===== src/rtl/core/assert_macros.svh =====
// assertion macros used by the core rtl file of the moving average reporter
`ifndef ASSERT_MACROS_SVH
`define ASSERT_MACROS_SVH

`ifndef SYNTHESIS

// property must hold at every clock edge outside reset
`define AMAR_ASSERT(lbl, clk, rst_n, prop) \
    lbl: assert property (@(posedge clk) disable iff (!rst_n) prop) \
        else $error("amar assertion failed");

// expression must never be true outside reset
`define AMAR_ASSERT_NEVER(lbl, clk, rst_n, expr) \
    lbl: assert property (@(posedge clk) disable iff (!rst_n) !(expr)) \
        else $error("amar assertion failed");

`else

`define AMAR_ASSERT(lbl, clk, rst_n, prop)
`define AMAR_ASSERT_NEVER(lbl, clk, rst_n, expr)

`endif

`endif


===== src/rtl/core/amar_pkg.sv =====
// shared constants and types of the moving average reporter
package amar_pkg;

    // default structure
    localparam int AVG_DEPTH_DEF   = 8;
    localparam int SAMPLE_BITS_DEF = 10;

    // fixed field widths
    localparam int TIME_W   = 32;
    localparam int IN_W     = 10;
    localparam int VALUE_W  = 10;
    localparam int SENS_W   = 8;
    localparam int SINT_W   = 8;
    localparam int RINT_W   = 16;
    localparam int CFG_IDX_W  = 2;
    localparam int CFG_DATA_W = 16;

    // register reset values
    localparam logic [SENS_W-1:0] SENS_RST = 8'd0;
    localparam logic [SINT_W-1:0] SINT_RST = 8'd10;
    localparam logic [RINT_W-1:0] RINT_RST = 16'd50;

    typedef enum logic [CFG_IDX_W-1:0] {
        CFG_SENSITIVITY     = 2'd0,
        CFG_SAMPLE_INTERVAL = 2'd1,
        CFG_REPORT_INTERVAL = 2'd2
    } t_cfg_idx;

endpackage


===== src/rtl/core/amar_cell.sv =====
// one sample cell of the averaging chain
module amar_cell #(
    parameter int SAMPLE_BITS = amar_pkg::SAMPLE_BITS_DEF
) (
    input  logic                   i_clk,
    input  logic                   i_rst_n,
    input  logic                   i_shift,
    input  logic [SAMPLE_BITS-1:0] i_d,
    output logic [SAMPLE_BITS-1:0] o_q
);

    logic [SAMPLE_BITS-1:0] r_q;

    always_ff @(posedge i_clk) begin
        if (!i_rst_n) begin
            r_q <= '0;
        end else if (i_shift) begin
            r_q <= i_d;
        end
    end

    assign o_q = r_q;

endmodule


===== src/rtl/core/amar_ring.sv =====
// chain of sample cells, newest enters at the head, oldest leaves at the tail
module amar_ring #(
    parameter int AVG_DEPTH   = amar_pkg::AVG_DEPTH_DEF,
    parameter int SAMPLE_BITS = amar_pkg::SAMPLE_BITS_DEF
) (
    input  logic                   i_clk,
    input  logic                   i_rst_n,
    input  logic                   i_shift,
    input  logic [SAMPLE_BITS-1:0] i_sample,
    output logic [SAMPLE_BITS-1:0] o_oldest
);

    logic [SAMPLE_BITS-1:0] w_link [0:AVG_DEPTH];

    assign w_link[0] = i_sample;

    for (genvar g = 0; g < AVG_DEPTH; g++) begin : g_cell
        amar_cell #(
            .SAMPLE_BITS(SAMPLE_BITS)
        ) u_cell (
            .i_clk  (i_clk),
            .i_rst_n(i_rst_n),
            .i_shift(i_shift),
            .i_d    (w_link[g]),
            .o_q    (w_link[g+1])
        );
    end

    assign o_oldest = w_link[AVG_DEPTH];

endmodule


===== src/rtl/core/analog_moving_average_reporter_core.sv =====
// moving average reporter top level: timing, running sum, average and deadband report
// throughput: one item per cycle while o_ready is high; timing compare, sum update and cell shift share that cycle
// a report reaches o_valid through the check, average and output registers after its item is accepted
//   (accept stage, reciprocal multiply stage, deadband compare into the output register)
// the output register parts the two sides: items keep coming while a report waits,
//   until two more due report checks are held behind it
// reset: synchronous active low, clears cells, sum, times and valid flags
`include "assert_macros.svh"

module analog_moving_average_reporter_core #(
    parameter int AVG_DEPTH   = amar_pkg::AVG_DEPTH_DEF,
    parameter int SAMPLE_BITS = amar_pkg::SAMPLE_BITS_DEF
) (
    input  logic                            i_clk,
    input  logic                            i_rst_n,
    // input item channel
    input  logic                            i_valid,
    output logic                            o_ready,
    input  logic [amar_pkg::TIME_W-1:0]     i_now_ms,
    input  logic [amar_pkg::IN_W-1:0]       i_sample,
    // result item channel
    output logic                            o_valid,
    input  logic                            i_ready,
    output logic [amar_pkg::VALUE_W-1:0]    o_value,
    // configuration write channel
    input  logic                            i_cfg_valid,
    output logic                            o_cfg_ready,
    input  logic [amar_pkg::CFG_IDX_W-1:0]  i_cfg_index,
    input  logic [amar_pkg::CFG_DATA_W-1:0] i_cfg_data
);

    localparam int TIME_W  = amar_pkg::TIME_W;
    localparam int VALUE_W = amar_pkg::VALUE_W;
    localparam int SENS_W  = amar_pkg::SENS_W;
    localparam int SINT_W  = amar_pkg::SINT_W;
    localparam int RINT_W  = amar_pkg::RINT_W;

    // sum and reciprocal sizing: quotient = (sum * RECIP) >> SHIFT is exact for any sum
    localparam int L_W     = $clog2(AVG_DEPTH);
    localparam int SUM_W   = SAMPLE_BITS + L_W;
    localparam int SHIFT   = SUM_W + L_W;
    localparam int M_W     = SUM_W + 1;
    localparam int PROD_W  = SUM_W + M_W;
    localparam longint unsigned RECIP = ((64'd1 << SHIFT) + AVG_DEPTH - 1) / AVG_DEPTH;
    localparam longint unsigned SUM_MAX_L = AVG_DEPTH * ((64'd1 << SAMPLE_BITS) - 1);
    localparam logic [SUM_W-1:0] SUM_MAX = SUM_W'(SUM_MAX_L);
    localparam logic [M_W-1:0]   RECIP_C = M_W'(RECIP);

    // configuration registers
    logic [SENS_W-1:0] r_sensitivity;
    logic [SINT_W-1:0] r_sample_int;
    logic [RINT_W-1:0] r_report_int;

    // filter state
    logic [SUM_W-1:0]   r_sum;
    logic [TIME_W-1:0]  r_last_sample_time;
    logic [TIME_W-1:0]  r_last_report_time;
    logic [VALUE_W-1:0] r_last_reported;

    // pipeline registers
    logic               r_a_v;
    logic [SUM_W-1:0]   r_a_sum;
    logic               r_b_v;
    logic [VALUE_W-1:0] r_b_avg;
    logic               r_out_v;
    logic [VALUE_W-1:0] r_out_value;

    // accept stage signals
    logic                   w_acc;
    logic [SAMPLE_BITS-1:0] w_sample;
    logic [SAMPLE_BITS-1:0] w_oldest;
    logic [TIME_W-1:0]      w_elapsed_s;
    logic [TIME_W-1:0]      w_elapsed_r;
    logic                   w_samp_due;
    logic                   w_rep_due;
    logic [SUM_W-1:0]       n_sum;

    // stage readiness, back to front
    logic w_ready_c;
    logic w_ready_b;
    logic w_ready_a;

    // multiply and deadband compare
    logic [PROD_W-1:0]  w_prod;
    logic [VALUE_W-1:0] w_diff;
    logic               w_fire_c;
    logic               w_pass;

    assign w_ready_c = !r_out_v || i_ready;
    assign w_ready_b = !r_b_v || w_ready_c;
    assign w_ready_a = !r_a_v || w_ready_b;

    assign o_ready     = w_ready_a;
    assign o_cfg_ready = 1'b1;
    assign w_acc       = i_valid && w_ready_a;

    // sample taken in its low bits, zero extended where the cells are wider
    assign w_sample = SAMPLE_BITS'(i_sample);

    // elapsed times wrap modulo 2^32, intervals must be strictly exceeded
    assign w_elapsed_s = i_now_ms - r_last_sample_time;
    assign w_elapsed_r = i_now_ms - r_last_report_time;
    assign w_samp_due  = w_elapsed_s > TIME_W'(r_sample_int);
    assign w_rep_due   = w_elapsed_r > TIME_W'(r_report_int);

    // oldest cell leaves the sum as the new sample enters it
    assign n_sum = w_samp_due ? (r_sum - SUM_W'(w_oldest) + SUM_W'(w_sample)) : r_sum;

    amar_ring #(
        .AVG_DEPTH  (AVG_DEPTH),
        .SAMPLE_BITS(SAMPLE_BITS)
    ) u_ring (
        .i_clk   (i_clk),
        .i_rst_n (i_rst_n),
        .i_shift (w_acc && w_samp_due),
        .i_sample(w_sample),
        .o_oldest(w_oldest)
    );

    // divide by the depth through the reciprocal
    assign w_prod = {{M_W{1'b0}}, r_a_sum} * {{SUM_W{1'b0}}, RECIP_C};

    // absolute difference against the last reported value
    assign w_diff   = (r_b_avg >= r_last_reported) ? (r_b_avg - r_last_reported)
                                                   : (r_last_reported - r_b_avg);
    assign w_fire_c = r_b_v && w_ready_c;
    assign w_pass   = w_diff >= VALUE_W'(r_sensitivity);

    always_ff @(posedge i_clk) begin
        if (!i_rst_n) begin
            r_sensitivity      <= amar_pkg::SENS_RST;
            r_sample_int       <= amar_pkg::SINT_RST;
            r_report_int       <= amar_pkg::RINT_RST;
            r_sum              <= '0;
            r_last_sample_time <= '0;
            r_last_report_time <= '0;
            r_last_reported    <= '0;
            r_a_v              <= 1'b0;
            r_b_v              <= 1'b0;
            r_out_v            <= 1'b0;
        end else begin
            // register writes, indexes past the list are dropped
            if (i_cfg_valid) begin
                unique case (amar_pkg::t_cfg_idx'(i_cfg_index))
                    amar_pkg::CFG_SENSITIVITY: begin
                        r_sensitivity <= SENS_W'(i_cfg_data);
                    end
                    amar_pkg::CFG_SAMPLE_INTERVAL: begin
                        r_sample_int <= SINT_W'(i_cfg_data);
                    end
                    amar_pkg::CFG_REPORT_INTERVAL: begin
                        r_report_int <= RINT_W'(i_cfg_data);
                    end
                    default: begin
                    end
                endcase
            end

            // accept stage: sampling first, then the report check sees the new sum
            if (w_acc) begin
                if (w_samp_due) begin
                    r_sum              <= n_sum;
                    r_last_sample_time <= i_now_ms;
                end
                if (w_rep_due) begin
                    r_last_report_time <= i_now_ms;
                end
            end

            // check stage holds the sum snapshot for the multiplier
            if (w_acc && w_rep_due) begin
                r_a_v <= 1'b1;
            end else if (w_ready_b) begin
                r_a_v <= 1'b0;
            end

            // average stage
            if (w_ready_b) begin
                r_b_v <= r_a_v;
            end

            // deadband compare into the output register
            if (w_fire_c && w_pass) begin
                r_last_reported <= r_b_avg;
                r_out_v         <= 1'b1;
            end else if (i_ready) begin
                r_out_v <= 1'b0;
            end
        end
    end

    // payload registers
    always_ff @(posedge i_clk) begin
        if (w_acc && w_rep_due) begin
            r_a_sum <= n_sum;
        end
        if (w_ready_b && r_a_v) begin
            r_b_avg <= VALUE_W'(w_prod[SHIFT +: SAMPLE_BITS]);
        end
        if (w_fire_c && w_pass) begin
            r_out_value <= r_b_avg;
        end
    end

    assign o_valid = r_out_v;
    assign o_value = r_out_value;

    // a waiting report is always the remembered value
    `AMAR_ASSERT_NEVER(a_out_is_last, i_clk, i_rst_n, r_out_v && (r_out_value != r_last_reported))
    // the running sum never exceeds a full ring of maximal samples
    `AMAR_ASSERT(a_sum_bound, i_clk, i_rst_n, r_sum <= SUM_MAX)
    // a due report check always reaches the multiply stage
    `AMAR_ASSERT(a_check_enters, i_clk, i_rst_n, (w_acc && w_rep_due) |=> r_a_v)
    // a blocked average holds until the output frees up
    `AMAR_ASSERT(a_avg_holds, i_clk, i_rst_n, (r_b_v && !w_ready_c) |=> (r_b_v && $stable(r_b_avg)))

endmodule

===== config.mk =====
export PLATFORM = sky130hd
export DESIGN_NAME = analog_moving_average_reporter_core
export DESIGN_NICKNAME = d
export VERILOG_FILES = /design/src/rtl/core/amar_pkg.sv /design/src/rtl/core/amar_cell.sv /design/src/rtl/core/amar_ring.sv /design/src/rtl/core/analog_moving_average_reporter_core.sv
export VERILOG_INCLUDE_DIRS = /design/src /design/src/rtl/core
export SDC_FILE = /design/constraint.sdc
export NUM_CORES = 1
export LEC_CHECK = 0
export BUFFER_PORTS_ARGS = -buffer_cell sky130_fd_sc_hd__clkbuf_2
export CAP_MARGIN = 20
export CORE_MARGIN = 2
export CORE_UTILIZATION = 30
export DETAILED_ROUTE_END_ITERATION = 12
export GPL_ROUTABILITY_DRIVEN = 1
export GPL_TIMING_DRIVEN = 0
export SLEW_MARGIN = 20
export SYNTH_ARGS = -nofsm -noshare
export SYNTH_HDL_FRONTEND = slang
export SYNTH_HIERARCHICAL = 1
export SYNTH_SLANG_ARGS = --single-unit
export TNS_END_PERCENT = 20

===== constraint.sdc =====
create_clock -name i_clk -period 8.5 [get_ports i_clk]
set_input_delay 0.425 -clock i_clk [delete_from_list [all_inputs] [get_ports i_clk]]
set_output_delay 0.425 -clock i_clk [all_outputs]
set_load 0.005 [all_outputs]

==> out/summary.txt, run 1 <==
run status: finished, final reports clean
clk slew on worst S/H paths: 0.06 ns
critical path peak fanout: 10
Initial Util: 30.42%
Setup-failing EPs final: 0
Layout area overhead: 14.63%
critical setup path kind: reg -> reg
Synth Net Count: 1936
Pleak: 7.218 nW
Layout Skew: 0.05484 ns
sequential share of the synthesized area: 33.14%
top post-synthesis cells by area: dfxtp_1 27%, mux2i_1 12%, ha_1 11%
final cell count without fillers: 2523
Logic pwr share: 31.0%
core area: 49050 um^2
gate count of the mapped netlist: 1731
Via density: 4.813
Max Freq: 162.9 MHz
crit path DAT: 6.43 ns
max_cap viols: 0
nets@finish: 2042
number of hold buffers added after CTS: 0
cts repair resizes: 0
Reg power frac: 35.2%
Worst Hold Class: in -> reg
I/O pin cnt: 78
clock sinks: 232
chip width: 227.0 um
CP bufs+invs: 3
DRT Pass-1 Iters: 5
Layout Cell Area excl Fill: 17100 um^2
overall power: 3.630 mW
initial drt markers: 676
top cell family by delay on the critical path: compound AO/OA/AOI/OAI gates
FP Rows: 81
Slew HR: 42.88%
Top FF cell, synth: dfxtp_1
Psw: 1.188 mW
I/O Buffers: 76
remaining antenna violation count after routing: 0
Pwr Density: 212.3 nW/um^2
Clk pwr share: 33.8%
most common cell in the synthesized netlist: nand2_1
Max VDD drop: 0.1792 mV
H-tree Lvls: 1
Mapped Avg Cell Area: 8.620 um^2
clk buf depth: 3
CTS tree: done
cell count after placement: 2471
switch share: 32.72%
Yosys reg bits: 232
slowest stage delay, CP: 0.54 ns
gr usage total: 14.67%
Worst Setup End Kind: flip-flop
Synth async-reset ratio: 0%
total grt overflow: 0
EDFF count, synth: 30
post-synth top area share: 27.10%
Synth Warn #: 6
post-layout util: 34.87%
RSZ-0062 raised after global routing: no
# DRC: 0
HPWL after detailed placement: 29.72 mm
drt total wl: 37.68 mm
Crit path required time: 8.79 ns
crit path launch type: flip-flop
dpl cell area: 16130 um^2
post-route minimum period: 6.138 ns
Final Hold Fails: 0
initial antenna violation count: 4
number of distinct library cells after synthesis: 72
largest net degree at the start of global routing: 86
routed len/inst: 14.93 um
TritonCTS buffer count: 28
# diodes: 0
crit path cell chain: ha_1, fa_1, nand2b_1, a21o_1, a211o_1, a311o_1, xnor2_1, ha_1, nand4_1, nor3_1, a221o_1, o31ai_1, o2111ai_1, nor4_1, nand4_1, or4_1, o21ai_1, buf_4, buf_6, inv_1
final-report max-slew violation count: 0
first-pass GRT wire length: 61.12 mm
share of post-route cells with drive strength above 1: 8.284%
Via Count: 12140
cell accounting for the most synthesized area: dfxtp_1
Post-Syn Area: 14920 um^2
Internal: 2.443 mW
Die Footprint: 51540 um^2
Die Ht: 227.0 um
Worst Tran Pin Value: 0.8352 ns
crit share post-route: 72.22%
setup TNS: 0 ns
Post-CTS Setup Bufs: 0
gpl congestion: 0.8963
Clk Latency, worst-skew pair: 0.59 ns
Slowest-stage cell, CP: or4_1
most instantiated cells after synthesis: 239 x nand2_1, 202 x dfxtp_1, 180 x inv_1
vias in the first global route: 11980
Root Driver: clkbuf_16
[final cells by class]
| cell class | instances | area [um^2] |
|---|---|---|
| Clock inverter | 9 | 110.1 |
| Fill cell | 5140 | 31950 |
| Sequential cell | 232 | 4945 |
| Buffer | 71 | 390.4 |
| Multi-Input combinational cell | 1247 | 8901 |
| Clock buffer | 43 | 859.6 |
| Tap cell | 664 | 830.8 |
| Timing Repair Buffer | 76 | 382.9 |
| Inverter | 181 | 684.4 |
[metal layers]
layer	track usage [%]	wire length, um	up-vias
met1	19.11	17700	5687
met5	0	49	-
met2	25.01	17130	231
li1	-	-	6149
met4	4.196	976	8
met3	2.401	1819	67
[worst reg2reg max path: cells and delay by family, from the launching register on]
kind,cells,cell delay [ns]
AOI/OAI and AO/OA,7,2.21
xor gates and xnor gates,1,0.30
adders and majority gates,3,0.95
buffers and inverters,3,0.68
DFF,1,0.31
and+or+nand+nor,6,1.44
[layout by cell type (no fill, tap or decap), drive strengths merged, types with 4 or more instances in the layout]
| cell | instances |
|---|---|
| a2111oi | 5 |
| a211oi | 13 |
| a21boi | 15 |
| a21o | 36 |
| a21oi | 95 |
| a31oi | 12 |
| and2 | 7 |
| buf | 23 |
| clkbuf | 167 |
| clkinv | 4 |
| dfxtp | 202 |
| edfxtp | 30 |
| fa | 14 |
| ha | 126 |
| inv | 184 |
| mux2 | 4 |
| mux2i | 172 |
| nand2 | 240 |
| nand2b | 15 |
| nand3 | 30 |
| nand4 | 23 |
| nor2 | 68 |
| nor2b | 110 |
| nor3 | 11 |
| nor4 | 9 |
| o2111ai | 6 |
| o211ai | 13 |
| o21a | 12 |
| o21ai | 76 |
| o21bai | 11 |
| o31ai | 6 |
| or4 | 6 |
| xnor2 | 43 |
| xor2 | 17 |
[power groups by stage]
| stage | combinational [mW] | clock [mW] | sequential [mW] |
|---|---|---|---|
| 4_1_cts | 1.13 | 1.27 | 1.28 |
| 6_report | 1.12 | 1.23 | 1.28 |
| 3_3_place_gp | 1.10 | 0 | 1.30 |
| 3_5_place_dp | 1.12 | 0 | 1.30 |
| 5_1_grt | 1.28 | 1.30 | 1.29 |
| 2_1_floorplan | 0.864 | 0 | 1.29 |
[logic make-up (layout without fill, tap and decap cells)]
kind of cell | count (synthesis) | count (layout) | share of synthesized area (%)
AOI/OAI and AO/OA | 336 | 336 | 14.38
adders and majority gates | 140 | 140 | 12.44
muxes | 176 | 176 | 11.84
DFF | 232 | 232 | 33.14
xor gates and xnor gates | 60 | 60 | 3.522
and+or+nand+nor | 534 | 534 | 17.44
buffers and inverters | 252 | 380 | 7.203
other | 1 | 1 | 0.02513
[registers in the layout, indices dropped and copies added, names as in the netlist, 10 cells and up, named ones only]
register and cells:
r_a_sum 10, r_report_int 16, o_value 10, r_last_reported 10, r_sum 10, r_last_sample_time 32, r_b_avg 10, r_last_report_time 32
u_ring/g_cell.u_cell/o_q 80
[through the flow]
step | hold WS (ns) | setup slack (ns)
3_3_place_gp | 0.4006 | 2.154
6_report | 0.1181 | 2.362
3_5_place_dp | 0.4045 | 2.031
4_1_cts | 0.09405 | 2.389
5_1_grt | 0.1275 | 1.857
2_1_floorplan | 0.4003 | 3.536
[worst paths after layout]
path / start / to / slack (ns) / cells past startpoint
max: r_last_report_time[0]$_SDFFE_PN0P_ / r_a_sum[5]$_DFFE_PP_ / 2.36 / 20
min reg2reg: r_a_sum[5]$_DFFE_PP_ / r_b_avg[2]$_DFFE_PP_ / 0.42 / 0
min: i_cfg_data[9] / r_report_int[9]$_SDFFE_PN0P_ / 0.12 / 3
max reg2reg: r_last_report_time[0]$_SDFFE_PN0P_ / r_a_sum[5]$_DFFE_PP_ / 2.36 / 20
Note: power is estimated with default switching activity, not from simulation.
==> inputs of run 2 (changes only) <==
- ABC_AREA: default -> 1
- clock period: 8.5 -> 6 ns (I/O delays scaled with it)
==> out/summary.txt, run 2 <==
most instantiated cells after synthesis: 658 x nand2_1, 455 x inv_1, 410 x nor2_1
max_cap viols: 0 (unchanged)
clock sinks: 232 (unchanged)
Via Count: 14810 (+22%)
Worst Tran Pin Value: 0.8335 ns (-0.001754 ns)
number of flip-flops in the largest register: 80 (unchanged)
Mapped Avg Cell Area: 6.399 um^2 (-26%)
met1 Resource Use GR: 20.34% (+1.2 points)
worst reg2reg endpoint: o_value[6]$_DFFE_PP_
Worst Setup End Kind: flip-flop
CP Launch Point: r_b_avg[0]$_DFFE_PP_
critical path peak fanout: 10 (unchanged)
FF+latch area: 4945 um^2 (unchanged)
Layout area overhead: 14.36%
H-tree Lvls: 1 (unchanged)
Setup crit end: o_value[6]$_DFFE_PP_
most common cell after layout, fill and taps aside: nand2_1
Post-CTS Setup Bufs: 0 (unchanged)
commonest non-fill, non-tap cells in the layout: 658 x nand2_1, 455 x inv_1, 410 x nor2_1, 202 x dfxtp_1, 159 x a21oi_1
top post-synthesis cells by area: dfxtp_1 25%, nand2_1 15%, inv_1 11%
final-report max-slew violation count: 0 (unchanged)
number of distinct library cells after synthesis: 42 (-42%)
Reg power frac: 33.6% (-1.6 points)
Yosys reg bits: 232 (unchanged)
met2 global-route usage: 26.38% (+1.4 points)
I/O pin cnt: 78 (unchanged)
footprint of the multi-input gates: 9050 um^2 (+1.7%)
RSZ-0062 raised after global routing: no
Clk pwr share: 33.2% (-0.6 points)
Pleak: 9.432 nW (+31%)
gpl congestion: 0.8986 (+0.26%)
total grt overflow: 0 (unchanged)
Pwr Density: 298.2 nW/um^2 (+41%)
Filler Cell Count: 5944 (+16%)
routed len/inst: 12.69 um (-15%)
Via density: 4.407 (-8.4%)
run status: finished, final reports clean
Clk Latency, worst-skew pair: 0.57 ns (-0.02 ns)
r2r setup slk: 1.37 ns (-1.00 ns)
share of post-route cells with drive strength above 1: 8.186% (-0.098 points)
Max VDD drop: 0.2171 mV (+21%)
Worst Hold Class: in -> reg
Setup-failing EPs final: 0 (unchanged)
Psw: 1.945 mW (+64%)
Logic pwr share: 33.1% (+2.1 points)
I/O Buffers: 75 (-1.3%)
clk slew on worst S/H paths: 0.06 ns (about the same)
DRT Pass-1 Iters: 5 (unchanged)
setup TNS: 0 ns (unchanged)
crit path launch type: flip-flop
sequential share of the synthesized area: 30.58% (-2.6 points)
FP Rows: 85 (+4.9%)
Final Hold Fails: 0 (unchanged)
post-route minimum period: 4.635 ns (-1.504 ns)
first-pass GRT wire length: 70.39 mm (+15%)
CTS tree: done
Hold Startpoint: i_rst_n
EDFF count, synth: 30 (unchanged)
critical setup path kind: reg -> reg
overall power: 5.515 mW (+52%)
Crit path required time: 6.28 ns (-2.51 ns)
gr usage total: 15.33% (+0.66 points)
Most Crowded Layer GR: met2
cell accounting for the most synthesized area: dfxtp_1
Synth async-reset ratio: 0% (unchanged)
clk buf depth: 3 (unchanged)
Layout Skew: 0.01924 ns (-0.03560 ns)
Synth Net Count: 2732 (+41%)
Initial Util: 30.17% (-0.25 points)
post-synth top area share: 25.01% (-2.1 points)
nets@finish: 2845 (+39%)
Top FF cell, synth: dfxtp_1
Slew HR: 44.43% (+1.6 points)
initial antenna violation count: 2 (-2)
core area: 53600 um^2 (+9.3%)
R2R cell count: 24 (+20%)
Die Ht: 236.2 um (+4.0%)
switch share: 35.26% (+2.5 points)
vias in the first global route: 13960 (+16%)
Internal: 3.570 mW (+46%)
Max Freq: 215.8 MHz (+32%)
initial drt markers: 741 (+9.6%)
M3 GR Usage: 2.142% (-0.26 points)
largest net degree at the start of global routing: 26 (-70%)
crit share post-route: 77.25% (+5.0 points)
gate count of the mapped netlist: 2527 (+46%)
Post-Syn Area: 16170 um^2 (+8.4%)
most common cell in the synthesized netlist: nand2_1
remaining antenna violation count after routing: 0 (unchanged)
chip width: 236.2 um (+4.0%)
drt total wl: 42.63 mm (+13%)
Synth Warn #: 6 (unchanged)
Die Footprint: 55770 um^2 (+8.2%)
reg2reg start: r_b_avg[0]$_DFFE_PP_
Root Driver: clkbuf_16
HPWL after detailed placement: 34.79 mm (+17%)
crit path DAT: 4.91 ns (-1.52 ns)
TritonCTS buffer count: 29 (+3.6%)
# DRC: 0 (unchanged)
[run 2: cell types whose count changed in the layout (fill, tap and decap cells not counted), moves of 64 or more]
cell / previous run / this run
inv_1: 180 / 455
nand3_1: 30 / 111
mux2i_1: 172 / 3
nor2_1: 68 / 410
a21oi_1: 95 / 159
nor2b_1: 110 / 0
nand2_1: 239 / 658
[run 2: logic make-up after synthesis]
| kind of cell | synth area share, % |
|---|---|
| mux | 0.1857 |
| compound gates | 10.25 |
| fa+ha+maj | 11.48 |
| simple gates | 31.49 |
| flops | 30.58 |
| buf+inv | 13.45 |
| xor+xnor | 2.546 |
| other cells | 0.02319 |
[run 2: metrics by stage]
step	instance area (um^2)	worst slack, ns	cells	hold slack, ns	utilization [%]
2_1_floorplan	16170	2.192	2527	0.4003	-
3_3_place_gp	17420	1.302	3298	0.4014	32.49
3_5_place_dp	17420	1.252	3298	0.4045	32.49
4_1_cts	18490	1.246	3359	0.0006381	34.49
5_1_grt	18490	0.7888	3359	0.03113	34.49
6_report	18490	1.365	3360	0.03204	34.50
[run 2: power groups by stage]
stage          registers, mW  clock network [mW]  logic, mW
3_5_place_dp            1.89                   0       1.82
4_1_cts                 1.86                1.88       1.84
3_3_place_gp            1.88                   0       1.81
2_1_floorplan           1.86                   0       1.41
6_report                1.86                1.83       1.83
5_1_grt                 1.87                1.94       2.14
[run 2: layer usage]
layer	vias to the layer above	wire, um
met1	6481	20450
met4	2	841
met2	232	19600
met5	-	13
met3	57	1728
li1	8036	-
[run 2: worst max-delay path, stage by stage, from the launching register on]
cell and delay (ns):
edfxtp_1 0.44, inv_1 0.06, ha_1 0.19, inv_1 0.12
fa_1 0.19, inv_1 0.05, o21ai_0 0.23, inv_1 0.08
o21ai_0 0.21, nand2_1 0.08, nand2_1 0.07, buf_2 0.22
nor2_1 0.06, a211oi_1 0.25, xor2_1 0.17, inv_1 0.06
ha_1 0.26, nand2_1 0.08, nor3_1 0.05, and3_1 0.14
a2111oi_0 0.45, nand4_1 0.22, nand2_1 0.18, buf_2 0.24
inv_1 0.22
[run 2: area by class of cell]
cell class	count	share of cell area, %
Antenna cell	1	0.01353
Clock buffer	34	4.188
Sequential cell	232	26.74
Clock inverter	20	1.238
Multi-Input combinational cell	1763	48.94
Tap cell	696	4.709
Inverter	461	9.358
Timing Repair Buffer	82	2.409
Buffer	71	2.402
[run 2: repair_timing]
action | in CTS | in global routing
resized for setup | 0 | 0
hold buffers | 7 | 0
hold endpoints to repair | 8 | 0
[run 2: worst min-delay path by stage]
stage	depth (start not counted)	slack [ns]	to
floorplan	0	0.40	r_b_avg[0]$_DFFE_PP_
global placement	0	0.40	r_b_avg[3]$_DFFE_PP_
detailed placement	0	0.40	r_b_avg[6]$_DFFE_PP_
CTS	3	0.0006	r_report_int[11]$_SDFFE_PN0P_
global route	3	0.03	r_report_int[12]$_SDFFE_PN0P_
finish	3	0.03	u_ring/g_cell[2].u_cell/o_q[7]$_SDFFE_PN0P_
==> inputs of run 3 (changes only) <==
- clock period: 6 -> 4.1 ns (I/O delays scaled with it)
==> out/summary.txt, run 3 (synthesis gave the netlist of run 2 again) <==
Root Driver: clkbuf_16
Clk Latency, worst-skew pair: 0.57 ns (about the same)
chip width: 236.2 um (unchanged)
clk buf depth: 3 (unchanged)
CTS tree: done
I/O pin cnt: 78 (unchanged)
footprint of the multi-input gates: 9220 um^2 (+1.9%)
DRT Pass-1 Iters: 4 (-1)
crit share post-route: 96.45% (+19 points)
Layout Skew: 0.01566 ns (-0.003583 ns)
Filler Cell Count: 5891 (-0.89%)
Most common cell on crit path: nand2_1
final worst setup slack: 0.1456 ns (-1.220 ns)
Logic pwr share: 35.3% (+2.2 points)
initial drt markers: 802 (+8.2%)
core area: 53600 um^2 (unchanged)
initial antenna violation count: 2 (unchanged)
clock sinks: 232 (unchanged)
commonest non-fill, non-tap cells in the layout: 649 x nand2_1, 448 x inv_1, 407 x nor2_1, 202 x dfxtp_1, 159 x a21oi_1
switch share: 35.37% (+0.11 points)
overall power: 8.347 mW (+51%)
TritonCTS buffer count: 29 (unchanged)
slowest stage delay, CP: 0.45 ns (about the same)
Layout area overhead: 18.63%
FP Rows: 85 (unchanged)
Initial Util: 30.17% (unchanged)
I/O Buffers: 75 (unchanged)
Worst Setup End Kind: flip-flop
max_cap viols: 0 (unchanged)
Crit path required time: 4.41 ns (-1.87 ns)
Pwr Density: 435.1 nW/um^2 (+46%)
clk slew on worst S/H paths: 0.06 ns (about the same)
post-route minimum period: 3.954 ns (-0.6804 ns)
drt total wl: 43.43 mm (+1.9%)
Worst Tran Pin Value: 0.8062 ns (-0.02731 ns)
largest net degree at the start of global routing: 26 (unchanged)
gpl congestion: 0.8986 (unchanged)
FF+latch area: 4945 um^2 (unchanged)
remaining antenna violation count after routing: 0 (unchanged)
crit path DAT: 4.26 ns (-0.65 ns)
routed len/inst: 12.73 um (+0.35%)
top cell family by delay on the critical path: compound AO/OA/AOI/OAI gates
Layout Cell Area excl Fill: 19180 um^2 (+3.7%)
run status: finished, final reports clean
# diodes: 0 (-1)
vias in the first global route: 14110 (+1.1%)
crit path launch type: flip-flop
Final Hold Fails: 0 (unchanged)
post-place setup slack: -0.6482 ns (-1.900 ns)
Die Footprint: 55770 um^2 (unchanged)
most common cell after layout, fill and taps aside: nand2_1
gr usage total: 15.41% (+0.085 points)
total grt overflow: 0 (unchanged)
Slowest-stage cell, CP: edfxtp_1
Via Count: 15100 (+1.9%)
Pleak: 9.658 nW (+2.4%)
Max VDD drop: 0.3143 mV (+45%)
# DRC: 0 (unchanged)
Setup-failing EPs final: 0 (unchanged)
Max Freq: 252.9 MHz (+17%)
Worst Hold Class: in -> reg
nets@finish: 2897 (+1.8%)
crit path cell chain: ha_4, nand2_1, o21ai_4, inv_2, o21ai_2, nand2_1, nand2_2, buf_6, buf_2, nand2_1, o21ai_2, xor2_1, inv_1, ha_1, nand2_1, nor2_1, o21ai_1, a31oi_2, a2111oi_4, nand4_1, nand2_2, buf_8, clkinvlp_4
HPWL after detailed placement: 34.79 mm (unchanged)
RSZ-0062 raised after global routing: yes
final-report max-slew violation count: 0 (unchanged)
dpl cell area: 17420 um^2 (unchanged)
CP bufs+invs: 6 (-2)
Reg power frac: 32.5% (-1.1 points)
number of flip-flops in the largest register: 80 (unchanged)
Die Ht: 236.2 um (unchanged)
Via density: 4.425 (+0.41%)
Clk pwr share: 32.2% (-1.0 points)
critical path peak fanout: 6 (-4)
share of post-route cells with drive strength above 1: 10.35% (+2.2 points)
Slew HR: 46.25% (+1.8 points)
critical setup path kind: reg -> reg
Psw: 2.952 mW (+52%)
H-tree Lvls: 1 (unchanged)
Internal: 5.394 mW (+51%)
first-pass GRT wire length: 70.84 mm (+0.64%)
[run 3: cell types whose count changed in the layout (fill, tap and decap cells not counted), moves of 8 or more]
cell,change
nand2_2,+8
dlygate4sd3_1,+32
nand2_1,-9
ha_1,-12
ha_2,+8
buf_4,+18
[run 3: worst paths after layout]
| path | from | endpoint | slack, ns | cells after the start |
|---|---|---|---|---|
| max | r_b_avg[3]$_DFFE_PP_ | o_value[6]$_DFFE_PP_ | 0.15 | 23 |
| min | i_sample[0] | u_ring/g_cell[0].u_cell/o_q[0]$_SDFFE_PN0P_ | 0.02 | 5 |
| max reg2reg | r_b_avg[3]$_DFFE_PP_ | o_value[6]$_DFFE_PP_ | 0.15 | 23 |
| min reg2reg | r_a_sum[9]$_DFFE_PP_ | r_b_avg[6]$_DFFE_PP_ | 0.42 | 0 |
[run 3: metal layers]
metal	vias to the layer above	share of wire, %	global-route usage, %
met5	-	0.062	0
met4	4	1.9	3.107
met1	6657	48	20.46
met2	236	46	26.67
met3	58	3.9	2.106
li1	8140	-	-
[run 3: stage by stage]
step                      util [%]  TNS, ns  cells  hold WS, ns
after global routing         35.79   -1.877   3411      0.01839
after floorplan                  -        0   2527       0.3354
after CTS                    35.21        0   3393     0.001693
after detailed placement     32.49   -18.50   3298       0.4045
after global placement       32.49   -16.77   3298       0.4014
final                        35.79        0   3411      0.01806
[run 3: final cells by class]
type | count | share of cell area (%)
Buffer | 70 | 2.440
Clock buffer | 34 | 4.038
Clock inverter | 20 | 1.194
Inverter | 461 | 9.054
Multi-Input combinational cell | 1763 | 48.07
Sequential cell | 232 | 25.78
Tap cell | 696 | 4.540
Timing Repair Buffer | 134 | 4.853
Timing Repair inverter | 1 | 0.03914
[run 3: power groups by stage]
| stage | Sequential [mW] | Clock, mW | Combinational (mW) |
|---|---|---|---|
| after floorplan | 2.73 | 0 | 2.07 |
| after global placement | 2.76 | 0 | 2.65 |
| after detailed placement | 2.77 | 0 | 2.67 |
| after CTS | 2.72 | 2.76 | 2.75 |
| after global routing | 2.74 | 2.84 | 3.41 |
| final | 2.71 | 2.68 | 2.95 |
[run 3: tightest hold or removal path: cells and delay by family]
| kind | cells | cell delay, ns |
|---|---|---|
| and+or+nand+nor | 3 | 0.12 |
| buffers and inverters | 2 | 0.21 |
[run 3: repair_timing]
| item | 4_1_cts | 5_1_grt |
|---|---|---|
| setup endpoints to repair | 31 | 151 |
| hold endpoints to repair | 118 | 0 |
| resized for setup | 13 | 50 |
| hold buffers | 39 | 0 |
| pin swaps | 1 | 11 |
| cloned | 1 | 1 |
| setup buffers | 1 | 18 |
